## config.mk

```make
export PLATFORM = sky130hd
export DESIGN_NAME = bind_slot_table
export DESIGN_NICKNAME = d
export VERILOG_FILES = /design/src/rtl/bst_pkg.sv /design/src/rtl/bind_slot_table.sv /design/src/rtl/bst_front.sv /design/src/rtl/bst_queue.sv /design/src/rtl/bst_back.sv
export VERILOG_INCLUDE_DIRS = /design/src /design/src/rtl
export SDC_FILE = /design/constraint.sdc
export NUM_CORES = 1
export LEC_CHECK = 0
export BUFFER_PORTS_ARGS = -buffer_cell sky130_fd_sc_hd__buf_2
export CAP_MARGIN = 15
export CELL_PAD_IN_SITES_DETAIL_PLACEMENT = 1
export CELL_PAD_IN_SITES_GLOBAL_PLACEMENT = 1
export CORE_ASPECT_RATIO = 0.5
export CORE_MARGIN = 10
export CORE_UTILIZATION = 45
export CTS_CLUSTER_DIAMETER = 120
export DETAILED_ROUTE_END_ITERATION = 8
export GPL_TIMING_DRIVEN = 0
export PLACE_DENSITY_LB_ADDON = 0.1
export SLEW_MARGIN = 40
export SYNTH_ARGS = -nofsm -noshare
export SYNTH_HDL_FRONTEND = slang
export SYNTH_SLANG_ARGS = --single-unit
```

## constraint.sdc

```tcl
create_clock -name clk -period 3.7 [get_ports clk]
set_input_delay 0.37 -clock clk [delete_from_list [all_inputs] [get_ports clk]]
set_output_delay 0.37 -clock clk [all_outputs]
set_load 0.005 [all_outputs]
```

## src/rtl/assert_macros.svh

```systemverilog
// Assertion macros for the bind slot table.
// Used by the top level; expects clk and rst_n in scope.
`ifndef ASSERT_MACROS_SVH
`define ASSERT_MACROS_SVH

// Property must hold at every clock edge outside reset.
`define BST_ASSERT(label, prop, msg) \
    label: assert property (@(posedge clk) disable iff (!rst_n) (prop)) else $error(msg);

// Antecedent implies consequent in the same cycle.
`define BST_ASSERT_IMP(label, ante, cons, msg) \
    `BST_ASSERT(label, (ante) |-> (cons), msg)

`endif

```

## src/rtl/bst_pkg.sv

```systemverilog
// Shared types and constants for the bind slot table.
// No dependencies.
package bst_pkg;

    localparam int SLOTS_DEF   = 16;
    localparam int ID_BITS_DEF = 32;
    localparam int OBJ_W       = 32;
    localparam int SIDX_W      = 5;
    localparam int RSLOT_W     = 4;
    localparam int OPC_W       = 3;
    localparam int QDEPTH      = 2;

    typedef enum logic [OPC_W-1:0] {
        OPC_BIND        = 3'd0,
        OPC_BIND_SLOT   = 3'd1,
        OPC_UNBIND_ID   = 3'd2,
        OPC_UNBIND_SLOT = 3'd3,
        OPC_UNBIND_ALL  = 3'd4,
        OPC_QUERY       = 3'd5
    } opcode_t;

    typedef enum logic [2:0] {
        ST_OK       = 3'd0,
        ST_NULL     = 3'd1,
        ST_NOFREE   = 3'd2,
        ST_BADSLOT  = 3'd3,
        ST_NOTBOUND = 3'd4,
        ST_ALREADY  = 3'd5,
        ST_EMPTY    = 3'd6
    } status_t;

    typedef enum logic [2:0] {
        K_BIND,
        K_BIND_SLOT,
        K_UNBIND_ID,
        K_UNBIND_SLOT,
        K_UNBIND_ALL,
        K_QUERY,
        K_NOP
    } kind_t;

    typedef struct packed {
        kind_t             kind;
        logic              null_id;
        logic              slot_ok;
        logic              scan;
        logic [SIDX_W-1:0] sidx;
    } cmd_t;

    typedef enum logic [1:0] {
        S_IDLE,
        S_SCAN,
        S_EXEC
    } back_state_t;

endpackage

```

## src/rtl/bind_slot_table.sv

```systemverilog
// Top level of the bind slot table: front end, command queue, back end.
// Depends on bst_pkg, bst_front, bst_queue, bst_back and assert_macros.svh.
//
// Usage:
//   Request words enter through push/full; a word is taken on a clock edge
//   with push high and full low. Fields: opcode, object_id, slot_index.
//   Result words leave through empty/pop; the oldest result sits on found,
//   result_slot and status while empty is low and is taken on an edge with
//   pop high. Every request yields exactly one result, in order.
//   Scan: ops that look up an id (bind, bind to slot, unbind id and query
//   with a non-null id) walk the slot store one entry per cycle, stopping
//   early when the id is found; all other ops skip the scan. The single
//   read port of the object store sets the scan length. The back end takes
//   the next request from the queue only once the current result is written.
//   A request is written into the command queue before the back end takes it.
//   A small command queue lets requests enter while a lookup runs or a
//   result waits; when the result is not popped the back end holds and the
//   queue fills, then full rises.
//   Reset empties every slot, the queue and the result register at once.
`include "assert_macros.svh"

module bind_slot_table #(
    parameter int SLOTS   = bst_pkg::SLOTS_DEF,
    parameter int ID_BITS = bst_pkg::ID_BITS_DEF
) (
    input  logic                        clk,
    input  logic                        rst_n,
    input  logic                        push,
    output logic                        full,
    input  logic [bst_pkg::OPC_W-1:0]   opcode,
    input  logic [bst_pkg::OBJ_W-1:0]   object_id,
    input  logic [bst_pkg::SIDX_W-1:0]  slot_index,
    output logic                        empty,
    input  logic                        pop,
    output logic                        found,
    output logic [bst_pkg::RSLOT_W-1:0] result_slot,
    output logic [2:0]                  status
);

    localparam int ID_W = (ID_BITS < bst_pkg::OBJ_W) ? ID_BITS : bst_pkg::OBJ_W;
    localparam int QW   = $bits(bst_pkg::cmd_t) + ID_W;

    bst_pkg::cmd_t    f_cmd;
    logic [ID_W-1:0]  f_id;
    bst_pkg::cmd_t    b_cmd;
    logic [ID_W-1:0]  b_id;
    logic             q_push;
    logic             q_full;
    logic             q_pop;
    logic             q_empty;
    logic [QW-1:0]    q_wdata;
    logic [QW-1:0]    q_rdata;
    bst_pkg::status_t b_status;
    logic             b_fail;

    assign q_wdata = {f_cmd, f_id};
    assign b_cmd   = bst_pkg::cmd_t'(q_rdata[QW-1:ID_W]);
    assign b_id    = q_rdata[ID_W-1:0];
    assign status  = b_status;
    assign b_fail  = (b_status == bst_pkg::ST_NULL) || (b_status == bst_pkg::ST_NOFREE) ||
                     (b_status == bst_pkg::ST_BADSLOT) || (b_status == bst_pkg::ST_NOTBOUND) ||
                     (b_status == bst_pkg::ST_EMPTY);

    bst_front #(
        .SLOTS   (SLOTS),
        .ID_BITS (ID_BITS)
    ) u_front (
        .push       (push),
        .full       (full),
        .opcode     (opcode),
        .object_id  (object_id),
        .slot_index (slot_index),
        .q_full     (q_full),
        .q_push     (q_push),
        .q_cmd      (f_cmd),
        .q_id       (f_id)
    );

    bst_queue #(
        .WIDTH (QW),
        .DEPTH (bst_pkg::QDEPTH)
    ) u_queue (
        .clk     (clk),
        .rst_n   (rst_n),
        .wr_en   (q_push),
        .wr_data (q_wdata),
        .full    (q_full),
        .rd_en   (q_pop),
        .rd_data (q_rdata),
        .empty   (q_empty)
    );

    bst_back #(
        .SLOTS   (SLOTS),
        .ID_BITS (ID_BITS)
    ) u_back (
        .clk         (clk),
        .rst_n       (rst_n),
        .q_empty     (q_empty),
        .q_cmd       (b_cmd),
        .q_id        (b_id),
        .q_pop       (q_pop),
        .pop         (pop),
        .empty       (empty),
        .found       (found),
        .result_slot (result_slot),
        .status      (b_status)
    );

    `BST_ASSERT(a_queue_flags, !(q_full && q_empty), "queue both full and empty")
    `BST_ASSERT_IMP(a_pop_nonempty, q_pop, !q_empty, "back end popped an empty queue")
    `BST_ASSERT_IMP(a_slot_zero, !empty && !found, result_slot == '0, "slot set without found")
    `BST_ASSERT_IMP(a_fail_no_slot, !empty && b_fail, !found, "failure status with found set")

endmodule

```

## src/rtl/bst_front.sv

```systemverilog
// Front end: accepts request words and classifies them into commands.
// Depends on bst_pkg.
module bst_front #(
    parameter int SLOTS   = bst_pkg::SLOTS_DEF,
    parameter int ID_BITS = bst_pkg::ID_BITS_DEF
) (
    input  logic                          push,
    output logic                          full,
    input  logic [bst_pkg::OPC_W-1:0]     opcode,
    input  logic [bst_pkg::OBJ_W-1:0]     object_id,
    input  logic [bst_pkg::SIDX_W-1:0]    slot_index,
    input  logic                          q_full,
    output logic                          q_push,
    output bst_pkg::cmd_t                 q_cmd,
    output logic [((ID_BITS < bst_pkg::OBJ_W) ? ID_BITS : bst_pkg::OBJ_W)-1:0] q_id
);

    localparam int ID_W = (ID_BITS < bst_pkg::OBJ_W) ? ID_BITS : bst_pkg::OBJ_W;

    logic [ID_W-1:0] id;
    logic            null_id;
    logic            needs_id;

    assign full    = q_full;
    assign q_push  = push && !q_full;
    assign id      = object_id[ID_W-1:0];
    assign null_id = (id == '0);
    assign q_id    = id;

    always_comb
    begin
        q_cmd.null_id = null_id;
        q_cmd.slot_ok = ({1'b0, slot_index} < (bst_pkg::SIDX_W + 1)'(SLOTS));
        q_cmd.sidx    = slot_index;
        needs_id      = 1'b0;
        unique case (bst_pkg::opcode_t'(opcode))
            bst_pkg::OPC_BIND:
            begin
                q_cmd.kind = bst_pkg::K_BIND;
                needs_id   = 1'b1;
            end
            bst_pkg::OPC_BIND_SLOT:
            begin
                q_cmd.kind = bst_pkg::K_BIND_SLOT;
                needs_id   = 1'b1;
            end
            bst_pkg::OPC_UNBIND_ID:
            begin
                q_cmd.kind = bst_pkg::K_UNBIND_ID;
                needs_id   = 1'b1;
            end
            bst_pkg::OPC_UNBIND_SLOT: q_cmd.kind = bst_pkg::K_UNBIND_SLOT;
            bst_pkg::OPC_UNBIND_ALL:  q_cmd.kind = bst_pkg::K_UNBIND_ALL;
            bst_pkg::OPC_QUERY:
            begin
                q_cmd.kind = bst_pkg::K_QUERY;
                needs_id   = 1'b1;
            end
            default:                  q_cmd.kind = bst_pkg::K_NOP;
        endcase
        // id lookup only for id-based ops with a non-null id
        q_cmd.scan = needs_id && !null_id;
    end

endmodule

```

## src/rtl/bst_queue.sv

```systemverilog
// Small command queue between the front end and the back end.
// Depends on bst_pkg for its default depth.
module bst_queue #(
    parameter int WIDTH = 8,
    parameter int DEPTH = bst_pkg::QDEPTH
) (
    input  logic             clk,
    input  logic             rst_n,
    input  logic             wr_en,
    input  logic [WIDTH-1:0] wr_data,
    output logic             full,
    input  logic             rd_en,
    output logic [WIDTH-1:0] rd_data,
    output logic             empty
);

    localparam int PTR_W = (DEPTH > 1) ? $clog2(DEPTH) : 1;
    localparam int CNT_W = $clog2(DEPTH + 1);

    logic [WIDTH-1:0] store_reg [DEPTH];
    logic [PTR_W-1:0] wr_ptr_reg, wr_ptr_next;
    logic [PTR_W-1:0] rd_ptr_reg, rd_ptr_next;
    logic [CNT_W-1:0] count_reg, count_next;
    logic             do_wr;
    logic             do_rd;

    assign full    = (count_reg == CNT_W'(DEPTH));
    assign empty   = (count_reg == '0);
    assign do_wr   = wr_en && !full;
    assign do_rd   = rd_en && !empty;
    assign rd_data = store_reg[rd_ptr_reg];

    always_comb
    begin
        wr_ptr_next = wr_ptr_reg;
        rd_ptr_next = rd_ptr_reg;
        count_next  = count_reg;
        if (do_wr)
        begin
            wr_ptr_next = (wr_ptr_reg == PTR_W'(DEPTH - 1)) ? '0 : PTR_W'(wr_ptr_reg + 1'b1);
        end
        if (do_rd)
        begin
            rd_ptr_next = (rd_ptr_reg == PTR_W'(DEPTH - 1)) ? '0 : PTR_W'(rd_ptr_reg + 1'b1);
        end
        if (do_wr && !do_rd)
        begin
            count_next = CNT_W'(count_reg + 1'b1);
        end
        else if (do_rd && !do_wr)
        begin
            count_next = CNT_W'(count_reg - 1'b1);
        end
    end

    always_ff @(posedge clk or negedge rst_n)
    begin
        if (!rst_n)
        begin
            wr_ptr_reg <= '0;
            rd_ptr_reg <= '0;
            count_reg  <= '0;
        end
        else
        begin
            wr_ptr_reg <= wr_ptr_next;
            rd_ptr_reg <= rd_ptr_next;
            count_reg  <= count_next;
        end
    end

    always_ff @(posedge clk)
    begin
        if (do_wr)
        begin
            store_reg[wr_ptr_reg] <= wr_data;
        end
    end

endmodule

```

## src/rtl/bst_back.sv

```systemverilog
// Back end: slot table, sequential id scan, update and result register.
// Depends on bst_pkg.
module bst_back #(
    parameter int SLOTS   = bst_pkg::SLOTS_DEF,
    parameter int ID_BITS = bst_pkg::ID_BITS_DEF
) (
    input  logic                          clk,
    input  logic                          rst_n,
    input  logic                          q_empty,
    input  bst_pkg::cmd_t                 q_cmd,
    input  logic [((ID_BITS < bst_pkg::OBJ_W) ? ID_BITS : bst_pkg::OBJ_W)-1:0] q_id,
    output logic                          q_pop,
    input  logic                          pop,
    output logic                          empty,
    output logic                          found,
    output logic [bst_pkg::RSLOT_W-1:0]   result_slot,
    output bst_pkg::status_t              status
);

    localparam int ID_W   = (ID_BITS < bst_pkg::OBJ_W) ? ID_BITS : bst_pkg::OBJ_W;
    localparam int SLOT_W = (SLOTS > 1) ? $clog2(SLOTS) : 1;
    localparam int CNT_W  = $clog2(SLOTS + 1);

    bst_pkg::back_state_t state_reg, state_next;
    bst_pkg::cmd_t        cmd_reg, cmd_next;
    logic [ID_W-1:0]      id_reg, id_next;
    logic [CNT_W-1:0]     cnt_reg, cnt_next;
    logic                 chk_vld_reg, chk_vld_next;
    logic [SLOT_W-1:0]    chk_idx_reg, chk_idx_next;
    logic                 hit_reg, hit_next;
    logic [SLOT_W-1:0]    hit_idx_reg, hit_idx_next;
    logic                 free_reg, free_next;
    logic [SLOT_W-1:0]    free_idx_reg, free_idx_next;
    logic [SLOTS-1:0]     valid_reg, valid_next;
    logic                 out_vld_reg, out_vld_next;
    logic                 found_reg, found_next;
    logic [bst_pkg::RSLOT_W-1:0] rslot_reg, rslot_next;
    bst_pkg::status_t     status_reg, status_next;

    logic [ID_W-1:0]      obj_mem [SLOTS];
    logic [ID_W-1:0]      rd_data_reg;
    logic                 rd_en;
    logic [SLOT_W-1:0]    rd_addr;
    logic                 mem_we;
    logic [SLOT_W-1:0]    mem_waddr;

    logic                 out_free;
    logic                 hit_now;
    logic                 cnt_done;
    logic [SLOT_W-1:0]    cnt_idx;
    logic [SLOT_W-1:0]    sidx;

    assign empty       = !out_vld_reg;
    assign found       = found_reg;
    assign result_slot = rslot_reg;
    assign status      = status_reg;

    assign out_free = !out_vld_reg || pop;
    assign cnt_idx  = cnt_reg[SLOT_W-1:0];
    assign cnt_done = (cnt_reg == CNT_W'(SLOTS));
    assign sidx     = cmd_reg.sidx[SLOT_W-1:0];
    assign hit_now  = chk_vld_reg && valid_reg[chk_idx_reg] && (rd_data_reg == id_reg);
    assign rd_addr  = cnt_idx;

    always_comb
    begin
        state_next    = state_reg;
        cmd_next      = cmd_reg;
        id_next       = id_reg;
        cnt_next      = cnt_reg;
        chk_vld_next  = 1'b0;
        chk_idx_next  = chk_idx_reg;
        hit_next      = hit_reg;
        hit_idx_next  = hit_idx_reg;
        free_next     = free_reg;
        free_idx_next = free_idx_reg;
        valid_next    = valid_reg;
        out_vld_next  = out_vld_reg && !pop;
        found_next    = found_reg;
        rslot_next    = rslot_reg;
        status_next   = status_reg;
        q_pop         = 1'b0;
        rd_en         = 1'b0;
        mem_we        = 1'b0;
        mem_waddr     = free_idx_reg;

        unique case (state_reg)
            bst_pkg::S_IDLE:
            begin
                if (!q_empty)
                begin
                    q_pop      = 1'b1;
                    cmd_next   = q_cmd;
                    id_next    = q_id;
                    cnt_next   = '0;
                    hit_next   = 1'b0;
                    free_next  = 1'b0;
                    state_next = q_cmd.scan ? bst_pkg::S_SCAN : bst_pkg::S_EXEC;
                end
            end

            bst_pkg::S_SCAN:
            begin
                if (hit_now)
                begin
                    hit_next     = 1'b1;
                    hit_idx_next = chk_idx_reg;
                    state_next   = bst_pkg::S_EXEC;
                end
                else if (cnt_done)
                begin
                    state_next = bst_pkg::S_EXEC;
                end
                else
                begin
                    rd_en        = 1'b1;
                    chk_vld_next = 1'b1;
                    chk_idx_next = cnt_idx;
                    cnt_next     = CNT_W'(cnt_reg + 1'b1);
                    if (!free_reg && !valid_reg[cnt_idx])
                    begin
                        free_next     = 1'b1;
                        free_idx_next = cnt_idx;
                    end
                end
            end

            bst_pkg::S_EXEC:
            begin
                if (out_free)
                begin
                    out_vld_next = 1'b1;
                    found_next   = 1'b0;
                    rslot_next   = '0;
                    status_next  = bst_pkg::ST_OK;
                    state_next   = bst_pkg::S_IDLE;
                    case (cmd_reg.kind) inside
                        bst_pkg::K_BIND:
                        begin
                            if (cmd_reg.null_id)
                            begin
                                status_next = bst_pkg::ST_NULL;
                            end
                            else if (hit_reg)
                            begin
                                found_next = 1'b1;
                                rslot_next = bst_pkg::RSLOT_W'(hit_idx_reg);
                            end
                            else if (free_reg)
                            begin
                                mem_we                   = 1'b1;
                                valid_next[free_idx_reg] = 1'b1;
                                found_next               = 1'b1;
                                rslot_next = bst_pkg::RSLOT_W'(free_idx_reg);
                            end
                            else
                            begin
                                status_next = bst_pkg::ST_NOFREE;
                            end
                        end
                        bst_pkg::K_BIND_SLOT:
                        begin
                            if (hit_reg)
                            begin
                                found_next  = 1'b1;
                                rslot_next  = bst_pkg::RSLOT_W'(hit_idx_reg);
                                status_next = bst_pkg::ST_ALREADY;
                            end
                            else if (!cmd_reg.slot_ok)
                            begin
                                status_next = bst_pkg::ST_BADSLOT;
                            end
                            else
                            begin
                                mem_we           = !cmd_reg.null_id;
                                mem_waddr        = sidx;
                                valid_next[sidx] = !cmd_reg.null_id;
                                found_next       = 1'b1;
                                rslot_next       = bst_pkg::RSLOT_W'(sidx);
                            end
                        end
                        bst_pkg::K_UNBIND_ID,
                        bst_pkg::K_QUERY:
                        begin
                            if (cmd_reg.null_id)
                            begin
                                status_next = bst_pkg::ST_NULL;
                            end
                            else if (!hit_reg)
                            begin
                                status_next = bst_pkg::ST_NOTBOUND;
                            end
                            else
                            begin
                                if (cmd_reg.kind == bst_pkg::K_UNBIND_ID)
                                begin
                                    valid_next[hit_idx_reg] = 1'b0;
                                end
                                found_next = 1'b1;
                                rslot_next = bst_pkg::RSLOT_W'(hit_idx_reg);
                            end
                        end
                        bst_pkg::K_UNBIND_SLOT:
                        begin
                            if (!cmd_reg.slot_ok)
                            begin
                                status_next = bst_pkg::ST_BADSLOT;
                            end
                            else if (!valid_reg[sidx])
                            begin
                                status_next = bst_pkg::ST_EMPTY;
                            end
                            else
                            begin
                                valid_next[sidx] = 1'b0;
                                found_next       = 1'b1;
                                rslot_next       = bst_pkg::RSLOT_W'(sidx);
                            end
                        end
                        bst_pkg::K_UNBIND_ALL:
                        begin
                            valid_next = '0;
                        end
                        default:
                        begin
                            status_next = bst_pkg::ST_OK;
                        end
                    endcase
                end
            end

            default:
            begin
                state_next = bst_pkg::S_IDLE;
            end
        endcase
    end

    always_ff @(posedge clk or negedge rst_n)
    begin
        if (!rst_n)
        begin
            state_reg   <= bst_pkg::S_IDLE;
            chk_vld_reg <= 1'b0;
            hit_reg     <= 1'b0;
            free_reg    <= 1'b0;
            cnt_reg     <= '0;
            valid_reg   <= '0;
            out_vld_reg <= 1'b0;
        end
        else
        begin
            state_reg   <= state_next;
            chk_vld_reg <= chk_vld_next;
            hit_reg     <= hit_next;
            free_reg    <= free_next;
            cnt_reg     <= cnt_next;
            valid_reg   <= valid_next;
            out_vld_reg <= out_vld_next;
        end
    end

    always_ff @(posedge clk)
    begin
        cmd_reg      <= cmd_next;
        id_reg       <= id_next;
        chk_idx_reg  <= chk_idx_next;
        hit_idx_reg  <= hit_idx_next;
        free_idx_reg <= free_idx_next;
        found_reg    <= found_next;
        rslot_reg    <= rslot_next;
        status_reg   <= status_next;
    end

    // object store: one write port, one registered read port
    always_ff @(posedge clk)
    begin
        if (mem_we)
        begin
            obj_mem[mem_waddr] <= id_reg;
        end
        if (rd_en)
        begin
            rd_data_reg <= obj_mem[rd_addr];
        end
    end

endmodule

```

**Word-level counts from Yosys, hierarchy flattened**

Memories as Yosys holds them, arrays and structs flattened. A register that Yosys moved wholly into a read port is not among the register bits.
Cells that the tools add are included.

- Register bits after elaboration: 92
- Memory bits (writable): 598
- Output and inout port bits: 10
- Memories: 2

Memory list:

| memory | words | width | rd ports | clocked after Yosys merged registers in | wr ports | line | text |
|---|---|---|---|---|---|---|---|
| u_back.obj_mem | 16 | 32 | 1 | 1 | 1 | bst_back.sv:40 | `logic [ID_W-1:0] obj_mem [SLOTS];` |
| u_queue.store_reg | 2 | 43 | 1 | 0 | 1 | bst_queue.sv:20 | `logic [WIDTH-1:0] store_reg [DEPTH];` |

- Add/sub/neg operators: 5
- Order comparisons: 9
- Equality and inequality tests: 32
- Mux-type cells: 115
- Bitwise operators: 8
- Reduce and logical (&&, ||, !) cells: 44

Operators with widths:

| kind | count |
|---|---|
| 2-to-1 mux 16 bit | 15 |
| 2-to-1 mux 4 bit | 19 |
| 2-to-1 mux 1 bit | 46 |
| 2-to-1 mux 3 bit | 11 |
| bitwise AND 16 bit | 2 |
| equality test 32 bit | 1 |
| zero test 32 bit | 1 |
| NOT 16 bit | 2 |
| < comparator 4 x 5 -> 1 bit (second input constant) | 5 |
| 2-to-1 mux 2 bit | 9 |
| one-hot mux 3 bit (6 select lines) | 1 |
| bitwise mux 16 bit | 1 |
| OR 16 bit | 1 |
| 2-to-1 mux 5 bit | 3 |
| logical AND 1 bit | 13 |
| AND reduction 13 bit | 1 |
| binary-select mux 1 bit (select 4 bit) | 3 |
| demux 1 bit (select 4 bit) | 3 |
| equality test 3 x 2 -> 1 bit (second input constant) | 4 |
| equality test 3 bit (second input constant) | 4 |
| greater-or-equal comparator 4 x 1 -> 1 bit (second input constant) | 3 |
| inequality test 2 bit (second input constant) | 6 |
| zero test 1 bit | 10 |
| one-hot mux 5 bit (2 select lines) | 1 |
| 29 further kinds | 48 |

**Depth between registers and ports, before layout**

- Depth in word-level cells: 12
- Gate-level depth with buffers: 9

**Hierarchy**

From an unflattened synthesis, not the netlist that was laid out.

- Cell total of the unflattened synthesis: 1442
- Area, all modules: 29206.8 sq um

By module, submodules not included:

| module | instances | cells an instance | area each (sq um) | seq. area each (sq um) |
|---|---|---|---|---|
| bst_back | 1 | 1232 | 25279.2 | 18843.1 |
| bst_queue | 1 | 153 | 3500.9 | 2682.6 |
| bst_front | 1 | 57 | 426.7 | 0.0 |

**Worst setup path before layout**

Ideal clock, no wire load.

- Kind: reg2reg
- Start: register u_back.cmd_reg[9] (netlist name)
- End: memory u_back.obj_mem[6][0] (netlist name) (enable)
- Setup time: 0.423 ns
- Data arrival time: 3.070 ns
- Required time: 3.277 ns
- Setup slack: 0.207 ns
- Cell stages (with the launch flop): 7
- Path through: edfxtp_1 clkbuf_1 or4_1 nor4_1 a21boi_0 nand2b_1 nor2_1

- Longest elaborated chain between the ends: 7
- Elaborated cells between the ends (all ways): 12
- Classes of those cells: eq/ne (1); mux (10); reduce/logical (1)

Ends and longest elaborated chain:

| element | line | text |
|---|---|---|
| from (decl) | bst_back.sv:25 | `bst_pkg::cmd_t cmd_reg, cmd_next;` |
| from (signal assigned) | bst_back.sv:265 | `cmd_reg <= cmd_next;` |
| equality test 3 x 1 -> 1 bit (no line) | n/a |  |
| 2-to-1 mux 1 bit (2 in series) | bst_back.sv:137 | `case (cmd_reg.kind) inside` |
| 2-to-1 mux 1 bit | bst_back.sv:130 | `if (out_free)` |
| 2-to-1 mux 1 bit | bst_back.sv:87 | `unique case (state_reg)` |
| 2-to-1 mux 1 bit | bst_back.sv:278 | `if (mem_we)` |
| 2-to-1 mux 1 bit (implied by the code) | bst_back.sv:280 | `obj_mem[mem_waddr] <= id_reg;` |
| to (decl) | bst_back.sv:40 |  |

Parallel ways exist; a longest one is shown, timed or not.

**Worst setup path in the final report**

- Start: register u_back.id_reg[8]
- End: register u_back.rd_data_reg[10] (read register of u_back.obj_mem) (enable)

- Longest elaborated chain between the ends: 4

Ends and longest elaborated chain:

| element | line | text |
|---|---|---|
| from (decl) | bst_back.sv:26 | `logic [ID_W-1:0] id_reg, id_next;` |
| from (signal assigned) | bst_back.sv:266 | `id_reg <= id_next;` |
| equality test 32 bit | bst_back.sv:62 | `assign hit_now = chk_vld_reg && valid_reg[chk_idx_reg] && (rd_data_reg == id_reg);` |
| logical AND 1 bit | bst_back.sv:62 |  |
| 2-to-1 mux 1 bit (2 in series) | n/a |  |
| via u_back.chk_vld_next | bst_back.sv:28 | `logic chk_vld_reg, chk_vld_next;` |
| to (decl) | bst_back.sv:41 | `logic [ID_W-1:0] rd_data_reg;` |

The timed path passes the listed nets, and every way through them passes these cells.
A chain may end at the register's enable or synchronous reset.

==> impl_metrics.py <==
metrics = {
    "synth": {
        "synthesis.nets": 1423,
        "async_flop_share_pct": 4.31,
        "ys_ff_latch": 720,
        "dominantRegCellSynth": "edfxtp_1",
        "yosysUniqueCellTypes": 59,
        "syn_inst": 1376,
        "syn-mean-instance-area_um2": 20.7,
        "netlist_area_um2": 28400,
        "synth_edf_count": 689,
        "seq_area_frac_synth_pct": 75.5,
        "yosysWarnings": 0,
    },
    "finish": {
        "seqCellArea_um2": 21500,
        "n_fill_cell": 5575,
        "area.growth.synth_to_final_pct": 16.9,
        "diodes": 0,
        "mostFrequentLayoutCells": "689 x edfxtp_1, 172 x mux4_2, 72 x buf_2, 67 x clkbuf_16, 44 x mux2_2",
        "drive_gt1_share_pct": 29.1,
        "final_common_cell": "edfxtp_1",
        "nets": 1625,
        "multi_input_area_um2": 6770,
        "largest_reg_flops": 512,
    },
    "floorplan": {
        "io-pin-count": 54,
        "rows": 65,
        "die_h_um": 198,
        "die_area_um2": 74300,
        "die_x_um": 376,
        "start_util_pct": 45.3,
        "core-area_um2": 62800,
    },
    "routing": {
        "dr.pass1.iters": 5,
        "via_per_inst": 6.01,
        "drt_iter0_drc": 1772,
        "routedWlPerCell_um": 31.1,
        "drc_errors": 0,
        "routed_wl_um": 76400,
        "postRouteAntennaNets": 0,
        "num_vias": 14800,
    },
    "critical_path": {
        "timing.rr.start": "u_back.id_reg[8]$_DFFE_PP_",
        "r2r_slack_ns": 0.12,
        "r2r_cells": 7,
        "worstReg2RegEnd": "u_back.rd_data_reg[10]$_DFFE_PP_",
        "critical_path_arrival_ns": 3.91,
        "cp_data_required_time_ns": 4.03,
        "end_kind": "flip-flop",
        "critPathMaxFanout": 23,
        "cp-start-kind": "flip-flop",
        "critical_path_class": "reg -> reg",
    },
    "placement": {
        "io_buffers": 53,
        "dp.final_hpwl_um": 51900,
        "pre_cts_ws_ns": -0.311,
        "gp_congestion": 0.839,
    },
    "timing": {
        "fmax_mhz": 279,
        "period_share_pct": 96.8,
        "fin_ws_ns": 0.119,
        "maxSlewViolCount": 0,
        "tightestPinTransition_ns": 0.833,
        "setup_viol": 0,
        "fin_skew_ns": 0.0227,
        "fin_crit_ns": 3.58,
        "slew_headroom_pct": 44.5,
        "rsz0062_at_grt": "false",
        "hold_violations": 0,
    },
    "clocking": {
        "cts.path.max_buffers": 3,
        "htreeDepth": 3,
        "cts.clk_slew.worst_paths_ns": 0.06,
        "clk_latency_ns": 0.60,
        "post_cts_buffers": 0,
        "cts.sink_count": 720,
        "cts_buffers": 66,
        "cts_tree": "yes",
        "cts-root-buf": "clkbuf_16",
    },
    "power_and_ir_drop": {
        "powerDensity_nw_per_um2": 731,
        "p_leak_nw": 10.5,
        "max-vdd-ir-drop_uv": 325,
        "power_mw": 24.3,
    },
    "hold_path": {
        "holdPathStages": 2,
        "min_to": "u_queue.store_reg[1][38]$_DFFE_PP_",
        "hold_class": "in -> reg",
        "hold_start": "slot_index[4]",
    },
    "global_route": {
        "antenna_found_initial": 1,
        "grt_max_degree": 43,
        "grt_pass1_wl_um": 111000,
        "grt-ovfl-total": 0,
        "grt_pass1_vias": 15500,
        "track_usage_pct": 20.7,
    },
    "run": {
        "cap_violations": 0,
    },
    "outcome": {
        "status": "finished, final reports clean",
    },
}
## layout make-up
type	count	area share, %
Sequential cell	720	64.6
Multi-Input combinational cell	571	20.4
Clock buffer	79	5.18
Timing Repair Buffer	135	4.81
Tap cell	837	3.15
Buffer	65	0.919
Clock inverter	32	0.757
Inverter	19	0.230
## worst max-delay path: stages (launching register included)
cell	delay, ns
edfxtp_1	0.63
xnor2_1	0.59
nand4_1	0.28
nor4_1	0.48
nand4_1	0.45
nand2_1	0.41
inv_4	0.20
buf_12	0.23
## per-layer routing
layer / vias up / track usage (%) / part of all wire [%]
met5: - / 0 / 0
met4: 0 / 5.10 / 2.1
li1: 6112 / - / -
met3: 97 / 3.37 / 5.3
met1: 8086 / 30.3 / 46
met2: 469 / 32.4 / 46
## cell families after synthesis
kind of cell | count (synthesis) | synth area share, %
AO/OA/AOI/OAI | 129 | 3.07
XOR/XNOR | 37 | 1.14
adder cells (fa/ha/maj) | 3 | 0.132
buffers and inverters | 85 | 1.22
flip-flops | 720 | 75.5
multiplexers | 225 | 15.8
AND/OR/NAND/NOR | 177 | 3.18
## cell usage after synthesis (5+ instances only)
| cell type | n | area [um2] |
|---|---|---|
| or3_1 | 6 | 37.5 |
| nor2b_1 | 13 | 81.3 |
| nand4_1 | 11 | 68.8 |
| clkbuf_1 | 42 | 158 |
| buf_2 | 10 | 50.1 |
| a221o_1 | 11 | 110 |
| nand2_1 | 33 | 124 |
| dfrtp_1 | 31 | 776 |
| xnor2_1 | 31 | 272 |
| a22o_1 | 5 | 43.8 |
| nor4_1 | 12 | 75.1 |
| mux2i_1 | 6 | 60.1 |
| mux2_2 | 44 | 495 |
| edfxtp_1 | 689 | 20700 |
| a21boi_0 | 11 | 82.6 |
| xor2_1 | 6 | 52.6 |
| nor3_1 | 10 | 50.1 |
| mux4_2 | 172 | 3870 |
| o22ai_1 | 11 | 68.8 |
| nor2_1 | 51 | 191 |
| inv_1 | 18 | 67.6 |
| nand2b_1 | 17 | 106 |
| o21ai_0 | 39 | 195 |
| a21oi_1 | 15 | 75.1 |
| nand3_1 | 10 | 50.1 |
| buf_1 | 12 | 45.0 |
## where the power goes
| group | internal (mW) | leakage [nW] | switching, mW |
|---|---|---|---|
| logic | 2.48 | 2.93 | 3.36 |
| clock network | 3.53 | 0.966 | 2.97 |
| registers | 10.8 | 6.62 | 1.15 |
## how the worst max path moves through the flow
stage / start / endpoint / slack, ns / cells after the start
final: u_back.id_reg[8]$_DFFE_PP_ / u_back.rd_data_reg[10]$_DFFE_PP_ / 0.12 / 7
after CTS: u_back.cnt_reg[1]$_DFFE_PN0P_ / u_back.rd_data_reg[6]$_DFFE_PP_ / 0.11 / 8
after global placement: u_back.cmd_reg[10]$_DFFE_PP_ / u_back.obj_mem[11][13]$_DFFE_PP_ / -2.37 / 5
after global routing: u_back.hit_reg$_DFFE_PN0P_ / u_back.obj_mem[5][14]$_DFFE_PP_ / 0.02 / 7
after floorplan: u_back.cmd_reg[9]$_DFFE_PP_ / u_back.obj_mem[6][0]$_DFFE_PP_ / 0.21 / 6
after detailed placement: u_back.cnt_reg[1]$_DFFE_PN0P_ / u_back.rd_data_reg[13]$_DFFE_PP_ / -0.31 / 9
## repair_timing
| item | 4_1_cts | 5_1_grt |
|---|---|---|
| endpoints found under the hold margin | 103 | 0 |
| setup endpoints to repair | 40 | 27 |
| hold buffers | 37 | 0 |
| gates resized for setup | 0 | 2 |
## per-stage QoR
stage	setup TNS (ns)	hold slack, ns	area, um2	utilization (%)	std cells
floorplan	0	0.0744	28400	-	1376
global placement	-1218.93	0.457	29700	47.4	2266
detailed placement	-8.59	0.382	30900	49.2	2311
CTS	0	0.0105	33200	52.9	2458
global route	0	0.0277	33200	52.9	2458
finish	0	0.0462	33200	52.9	2458
Power figures use the tool's default switching activity.
